### src/sv/kss_ram.sv
`default_nettype none
// ----------------------------------------------------------------------------
// kss_ram: generic simple dual-port RAM with registered read
// One write and one read per cycle, at separate addresses; read data is registered.
// ----------------------------------------------------------------------------
module kss_ram #(
    parameter int WIDTH = 8,
    parameter int DEPTH = 16
) (
    input  wire logic                     i_clk,
    input  wire logic                     i_we,
    input  wire logic [$clog2(DEPTH)-1:0] i_waddr,
    input  wire logic [WIDTH-1:0]         i_wdata,
    input  wire logic [$clog2(DEPTH)-1:0] i_raddr,
    output logic      [WIDTH-1:0]         o_rdata
);
    logic [WIDTH-1:0] r_mem [DEPTH];

    always_ff @(posedge i_clk) begin
        if (i_we) begin
            r_mem[i_waddr] <= i_wdata;
        end
        o_rdata <= r_mem[i_raddr];
    end
endmodule
`default_nettype wire

### config.mk
export PLATFORM = sky130hd
export DESIGN_NAME = kss_ram
export DESIGN_NICKNAME = d
export VERILOG_FILES = /design/src/sv/kss_ram.sv
export SDC_FILE = /design/constraint.sdc
export NUM_CORES = 1
export LEC_CHECK = 0
export ABC_AREA = 1
export ABC_CLOCK_PERIOD_IN_PS = 1270
export BUFFER_PORTS_ARGS = -buffer_cell sky130_fd_sc_hd__clkbuf_2
export CAP_MARGIN = 25
export CORE_MARGIN = 2
export CORE_UTILIZATION = 58
export CTS_BUF_LIST = sky130_fd_sc_hd__clkbuf_8
export CTS_CLUSTER_SIZE = 28
export DETAILED_ROUTE_END_ITERATION = 8
export GPL_TIMING_DRIVEN = 1
export PLACE_DENSITY = 0.76
export SLEW_MARGIN = 40
export SYNTH_ARGS = -nofsm -noshare
export SYNTH_HDL_FRONTEND = slang
export SYNTH_SLANG_ARGS = --single-unit
### constraint.sdc
create_clock -name i_clk -period 1.27 [get_ports i_clk]
set_input_delay 0.1905 -clock i_clk [delete_from_list [all_inputs] [get_ports i_clk]]
set_output_delay 0.1905 -clock i_clk [all_outputs]
set_load 0.05 [all_outputs]
# After elaboration in Yosys (flattened, before gate mapping)
# Memories as Yosys holds them, arrays and structs flattened. A register that Yosys moved wholly into a read port is not among the register bits.
# Cells that the tools add are included.
[totals]
ff_bits = 0
out_inout_bits = 8
word_cells = 3
n_memories = 1
input_bits = 18
ram_bits = 128
[memory_table]
columns = ["name", "depth", "width", "read_ports", "rd_ports_with_merged_regs", "wr", "line_no", "rtl"]
rows = [
  ["r_mem", 16, 8, 1, 1, 1, "17", "logic [WIDTH-1:0] r_mem [DEPTH];"],
]
[classes]
muxes = 2
[op_table]
columns = ["op", "n"]
rows = [
  ["1-bit two-way mux", 2],
]

# Logic depth before layout (Yosys ltp)
# Gate-level depths: netlist (run 1).
[logic_depth]
depth_word = 2
depth_mapped = 8
depth_no_buf = 7

# Least setup slack after synthesis (run 1)
# No wires, ideal clock.
[synth_path]
path_kind = "input to register"
start = "input port i_waddr[2]"
end = "memory r_mem[10][0] (enable)"
path_slack_ns = 0.129
setup_time_ns = 0.370
path_buffers = 0
arrival_time_ns = 0.771
required_ns = 0.900
path_stages = 2
path_cell_list = "nand3b_1 nor2_1"
[synth_lines]
columns = ["item", "line_no", "rtl"]
rows = [
  ["start, declared", "12", "input wire logic [$clog2(DEPTH)-1:0] i_waddr,"],
  ["end, declared", "17", ""],
]
# Straight into the memory's write port.

# Worst setup path after layout (run 1)
[layout_path]
start = "register o_rdata[2], read port of r_mem"
end = "output port o_rdata[2]"
[layout_lines]
columns = ["item", "line_no", "rtl"]
rows = [
  ["start, declared", "15", "output logic [WIDTH-1:0] o_rdata"],
]
# No word-level cell between the ends.

==> results of run 1 <==
-- metal layers --
metal / global-route usage, % / vias up / routed length, µm
li1: - / 1866 / -
met1: 30.01 / 1794 / 4757
met2: 41.49 / 136 / 6300
met3: 7.426 / 33 / 832
met4: 11.00 / 0 / 328
met5: 0 / - / 0
-- worst min-delay path by stage --
stage / start / to / slack, ns / cells past startpoint
floorplan: i_wdata[0] / r_mem[0][0] / 0.29 / 0
global placement: i_raddr[3] / o_rdata[6] / 0.57 / 3
detailed placement: i_raddr[3] / o_rdata[5] / 0.58 / 3
CTS: i_raddr[3] / o_rdata[6] / 0.11 / 3
global route: i_raddr[3] / o_rdata[6] / 0.15 / 3
finish: i_raddr[3] / o_rdata[6] / 0.13 / 3
-- what timing repair did --
action | CTS | global route
gates resized for setup | 2 | 0
setup endpoints to repair | 1 | 0
hold endpoints to repair | 0 | 0
hold buffers | 0 | 0
-- worst min-delay path, delay by kind of cell --
family	cells	cell delay, ns
and+or+nand+nor	2	0.16
buffers and inverters	1	0.18
-- power groups by stage --
stage	sequential, mW	combinational [mW]	clock [mW]
floorplan	5.24	0.354	0
global placement	5.14	0.709	0
detailed placement	5.14	0.727	0
CTS	5.04	0.737	3.68
global route	5.05	0.811	3.87
finish	5.04	0.736	3.63
-- cell usage in the layout (no fill, tap or decap) --
cell,Yosys,routed
nand2_1,173,173
edfxtp_1,128,128
inv_1,100,100
nand3_1,97,97
clkbuf_2,0,24
buf_4,4,24
clkbuf_8,0,18
nor2_1,17,17
dfxtp_1,8,8
clkinvlp_4,0,4
buf_12,0,4
clkinv_4,0,3
bufinv_16,0,3
inv_2,2,2
nand3b_1,2,2
clkinv_1,0,2
inv_6,0,2
clkinv_2,0,1
-- synthesized netlist by cell type, drive strengths merged --
library cell  number
dfxtp              8
inv              102
edfxtp           128
nand2            173
buf               24
nand3b             2
nor2              17
nand3             97
-- cells by family (layout without fill, tap and decap cells) --
family / count (synthesis) / in the layout / synth area share, %
buffers and inverters: 126 / 187 / 9.525
and+or+nand+nor: 289 / 289 / 21.05
DFF: 136 / 136 / 69.43
-- flip-flops by register name (all words and copies together), names as in the netlist --
signal   cells
r_mem      128
o_rdata      8
-- final cells by class --
type                       count  area share, %
clock buffer                  17          3.561
clock inverter                15          2.685
inverter                     102          5.826
multi-input combinational    289          18.47
sequential                   136          60.93
tap                          133          2.532
timing repair buffer          53          5.998
==> summary.md, run 1 <==
| Metric | Value |
|---|---|
| Initial Utilization | `59.27%` |
| Max FO, Critical Path | `1` |
| Clk sink count | `136` |
| Switching pwr | `2.247 mW` |
| Buffers & Inverters on Critical Path | `1` |
| Final Hold Vio Count | `0` |
| WL final | `12220 µm` |
| Netlist Area Pre-Place | `0.005767 mm²` |
| WS Path Type | `flip-flop to primary output` |
| Slowest CP cell | `dfxtp_1` |
| Actual slew at the worst max-slew pin | `0.4121 ns` |
| Vias per inst | `5.140` |
| Cell count along the critical path | `1` |
| Area grow syn2layout | `13.95%` |
| Clock skew | `0.01071 ns` |
| Total CTS buffers | `17` |
| Detailed Route Iter0 Violations | `254` |
| Final setup fails | `0` |
| IO Count | `26` |
| Pins Over Slew Limit | `0` |
| Status | `finished, final reports clean` |
| First-pass GRT wire length | `19840 µm` |
| Critical path launch point type | `flip-flop` |
| Postcts setup bufs | `0` |
| Setup TNS | `0 ns` |
| Worst slew margin | `72.53%` |
| Initial antenna violation count | `0` |
| Worst hold margin | `0.1335 ns` |
| Reg clk slew, reported paths | `0.08 ns` |
| Vias in the first global route | `3917` |
| Multi-input logic area | `0.001214 mm²` |
| Worst endpoint required time | `1.08 ns` |
| CP delay by family, top | `flip-flops` |
| Hold Crit Class | `input port to flip-flop` |
| #FFs+latches synth | `136` |
| CP Capture Point | `o_rdata[2]` |
| Pwr/cell area | `1432 mW/mm²` |
| Aggregate global-route resource usage | `24.82%` |
| Final nets | `617` |
| Clock network power share | `38.6%` |
| Clk buf depth | `2` |
| Filler instances | `750` |
| Setup crit start | `o_rdata[2]` |
| Min setup slack post-route | `0.03953 ns` |
| Pre-Repair DR Iteration Count | `5` |
| CP arrival | `1.04 ns` |
| Die height | `103.7 µm` |
| Final instance area | `0.006571 mm²` |
| Avg WL per Cell | `16.40 µm` |
| Post-Syn Instances | `551` |
| Post-route ant nets | `0` |
| Share of post-route cells with drive strength above 1 | `13.89%` |
| Part of the cycle the worst path needs | `96.89%` |
| Width of the die | `103.7 µm` |
| CORE AREA | `0.009729 mm²` |
| Switching share of power | `23.89%` |
| Largest net degree at the start of global routing | `33` |
| Register area share after synthesis | `69.43%` |
| Grt ovf | `0` |
| DR vias | `3829` |
| Area leader, netlist | `edfxtp_1` |
| Crit end category | `primary output` |
| TritonCTS clock tree | `built` |
| Max Freq | `0.8127 GHz` |
| Internal reg-to-reg setup slack | `0.22 ns` |
| Site row count | `36` |
| Maximum vdd drop | `0.7745 mV` |
| Post-layout util | `67.54%` |
| DP Worst Slack | `-0.02313 ns` |
| Dpl cells | `713` |
| Synth Warn # | `0` |
| Critical-path cell list | `clkbuf_2` |
| Reg2Reg Launch Point | `r_mem[5][4]` |
| Slowest stage delay, CP | `0.33 ns` |
| Worst R2R Path Depth | `6` |
| Max-cap viol count | `0` |
| Syn Area/Cell | `10.47 µm²` |
| Clk_lat worst skew | `0.44 ns` |
| Yosys cell types | `12` |
| Syn nets | `569` |
| # diodes | `0` |
| DRC violations left | `0` |
| Post-route minimum period | `1.230 ns` |
| Power Total | `9.409 mW` |
| Comb power frac | `7.8%` |
| RSZ-0062 raised after global routing | `false` |
| Layout Cells excl Fill | `745` |
| GPL Wtd Cong | `0.8888` |
| Hpwl dp | `7706 µm` |
| H-tree depth | `4` |
| Ranking of synthesized cells by area | `edfxtp_1, nand2_1, nand3_1` |
| Critical R2R Capture | `o_rdata[4]` |
| Synth top area share | `66.65%` |
| Pint | `7.161 mW` |
| Root buf cell | `clkbuf_8` |
| Die area | `0.01076 mm²` |
| Placed Area | `0.006152 mm²` |
| Register area | `0.004004 mm²` |
| Register share of total power | `53.6%` |
| # port buffers | `25` |
| Leak pwr | `2.879 nW` |
(Power assumes the default switching activity.)
==> inputs of run 2 (changes only) <==
--- a/config.mk
+++ b/config.mk
@@ -15,7 +15,7 @@
 export CTS_CLUSTER_SIZE = 28
 export DETAILED_ROUTE_END_ITERATION = 8
 export GPL_TIMING_DRIVEN = 1
-export PLACE_DENSITY = 0.76
+export PLACE_DENSITY = 0.82
 export SLEW_MARGIN = 40
 export SYNTH_ARGS = -nofsm -noshare
 export SYNTH_HDL_FRONTEND = slang
==> run 2 against run 1 <==
Critical path depth stayed put; largest cell class unchanged; clock-buffer cell count is 1 higher; core utilization is 0.22 points lower; total power is 1.3% lower; flip-flop and latch count stayed put; clock power is 4% lower; combinational power is 0.5% lower.
==> summary.md, run 2 (synthesized netlist as in run 1, its figures left out) <==
| Metric | Value |
|---|---|
| Maximum vdd drop | `1.027 mV (+33%)` |
| Clk buf depth | `2 (unchanged)` |
| Pins Over Slew Limit | `0 (unchanged)` |
| Total CTS buffers | `17 (unchanged)` |
| Aggregate global-route resource usage | `25.27% (+0.44 points)` |
| H-tree depth | `4 (unchanged)` |
| Share of post-route cells with drive strength above 1 | `13.38% (-0.51 points)` |
| Initial antenna violation count | `0 (unchanged)` |
| Grt ovf | `0 (unchanged)` |
| Register area | `0.004004 mm² (unchanged)` |
| RSZ-0062 raised after global routing | `false` |
| Power Total | `9.289 mW (-1.3%)` |
| Slowest stage delay, CP | `0.37 ns (+0.04 ns)` |
| WS Path Type | `flip-flop to primary output` |
| Dpl cells | `714 (+0.14%)` |
| Detailed Route Iter0 Violations | `394 (+55%)` |
| Pint | `7.169 mW (+0.11%)` |
| Pwr/cell area | `1418 mW/mm² (-0.96%)` |
| Root buf cell | `clkbuf_8` |
| Max-cap viol count | `0 (unchanged)` |
| Die area | `0.01076 mm² (unchanged)` |
| Worst endpoint required time | `1.08 ns (about the same)` |
| # port buffers | `25 (unchanged)` |
| Actual slew at the worst max-slew pin | `0.4380 ns (+0.02594 ns)` |
| Final nets | `618 (+0.16%)` |
| WL final | `12550 µm (+2.7%)` |
| DRC violations left | `0 (unchanged)` |
| Most frequent cells in the layout | `nand2_1, edfxtp_1, inv_1, nand3_1, buf_4` |
| Placed Area | `0.006147 mm² (about the same)` |
| Reg clk slew, reported paths | `0.07 ns (about the same)` |
| Clock skew | `0.01384 ns (+0.003131 ns)` |
| Vias per inst | `5.334 (+3.8%)` |
| Max Freq | `0.8122 GHz (about the same)` |
| Initial Utilization | `59.27% (unchanged)` |
| Clk_lat worst skew | `0.43 ns (about the same)` |
| Filler instances | `735 (-2.0%)` |
| Clk sink count | `136 (unchanged)` |
| Layout Cells excl Fill | `746 (+0.13%)` |
| CP arrival | `1.04 ns (about the same)` |
| Hpwl dp | `8066 µm (+4.7%)` |
| Max FO, Critical Path | `1 (unchanged)` |
| Site row count | `36 (unchanged)` |
| Pre-Repair DR Iteration Count | `6 (+1)` |
| DR vias | `3979 (+3.9%)` |
| Comb power frac | `7.9% (about the same)` |
| IO Count | `26 (unchanged)` |
| Largest net degree at the start of global routing | `33 (unchanged)` |
| Post-route minimum period | `1.231 ns (+0.0006893 ns)` |
| Max FFs per register | `128 (unchanged)` |
| Critical-path cell list | `clkbuf_4` |
| Part of the cycle the worst path needs | `96.94% (about the same)` |
| Die height | `103.7 µm (unchanged)` |
| Largest Register | `r_mem` |
| Multi-input logic area | `0.001214 mm² (unchanged)` |
| Vias in the first global route | `3886 (-0.79%)` |
| Hold Crit Class | `input port to flip-flop` |
| Slowest CP cell | `dfxtp_1` |
| Leak pwr | `2.908 nW (+1.0%)` |
| Width of the die | `103.7 µm (unchanged)` |
| Post-route ant nets | `0 (unchanged)` |
| GPL Wtd Cong | `0.9032 (+1.6%)` |
| Area grow syn2layout | `13.58%` |
| Status | `finished, final reports clean` |
| Switching pwr | `2.120 mW (-5.7%)` |
| Final setup fails | `0 (unchanged)` |
| Switching share of power | `22.82% (-1.1 points)` |
| CORE AREA | `0.009729 mm² (unchanged)` |
| Clock network power share | `37.7% (-0.9 points)` |
| Top Registers | `r_mem: 128 flops, o_rdata: 8 flops` |
| Worst slew margin | `70.80% (-1.7 points)` |
| CP delay by family, top | `flip-flops` |
| First-pass GRT wire length | `20420 µm (+2.9%)` |
| Crit end category | `primary output` |
| Most common cell after layout, fill and taps aside | `nand2_1` |
| Final Hold Vio Count | `0 (unchanged)` |
| Avg WL per Cell | `16.82 µm (+2.5%)` |
| # diodes | `0 (unchanged)` |
| Postcts setup bufs | `0 (unchanged)` |
| Buffers & Inverters on Critical Path | `1 (unchanged)` |
| Final instance area | `0.006550 mm² (-0.32%)` |
| Critical path launch point type | `flip-flop` |
| TritonCTS clock tree | `built` |
| CTS Hold Bufs | `0 (unchanged)` |
| Register share of total power | `54.4% (+0.8 points)` |
-- run 2: stage by stage --
| step | utilization (%) | setup TNS, ns | worst slack [ns] | hold WS [ns] |
|---|---|---|---|---|
| final | 67.32 | 0 | 0.03884 | 0.2212 |
| after global routing | 67.32 | 0 | 0.007985 | 0.2113 |
| after CTS | 67.32 | 0 | 0.02613 | 0.2053 |
| after detailed placement | 63.18 | -0.002156 | -0.002156 | 0.6497 |
| after global placement | 63.18 | 0 | 0.01419 | 0.6210 |
| after floorplan | - | 0 | 0.1287 | 0.2894 |
-- run 2: timing repair --
| action | 4_1_cts | 5_1_grt |
|---|---|---|
| hold endpoints to repair | 0 | 0 |
| gates resized for setup | 4 | 1 |
| setup endpoints to repair | 4 | 1 |
| pin swaps | 0 | 0 |
-- run 2: cell type report --
| class | count | area share, % |
|---|---|---|
| flip-flops and latches | 136 | 61.13 |
| repair buffers | 54 | 5.960 |
| multi-input cells | 289 | 18.53 |
| clock buffers | 18 | 3.782 |
| clock inverters | 14 | 2.216 |
| inverters | 102 | 5.845 |
| well taps | 133 | 2.541 |
-- run 2: power groups by stage --
stage               Clock (mW)  Sequential, mW  Combinational [mW]
floorplan                    0            5.24               0.354
global placement             0            5.14               0.700
detailed placement           0            5.15               0.715
CTS                       3.52            5.05               0.730
global route              3.72            5.06               0.805
finish                    3.50            5.05               0.732
-- run 2: per-layer routing --
layer / share of wire, % / vias to the layer above / GRT usage (%)
met4: 3.8 / 0 / 10.42
li1: - / 1872 / -
met5: 0 / - / 0
met1: 39 / 1840 / 33.91
met2: 48 / 226 / 40.02
met3: 9.3 / 41 / 6.104
-- run 2: path summary, 6_finish.rpt --
check	startpoint	to	slack, ns	cells past startpoint
worst min-delay path	i_raddr[3]	o_rdata[6]	0.22	4
worst max register to register	r_mem[1][2]	o_rdata[2]	0.24	6
worst max-delay path	o_rdata[3]	o_rdata[3]	0.04	1
worst min register to register	r_mem[12][1]	o_rdata[1]	0.67	6
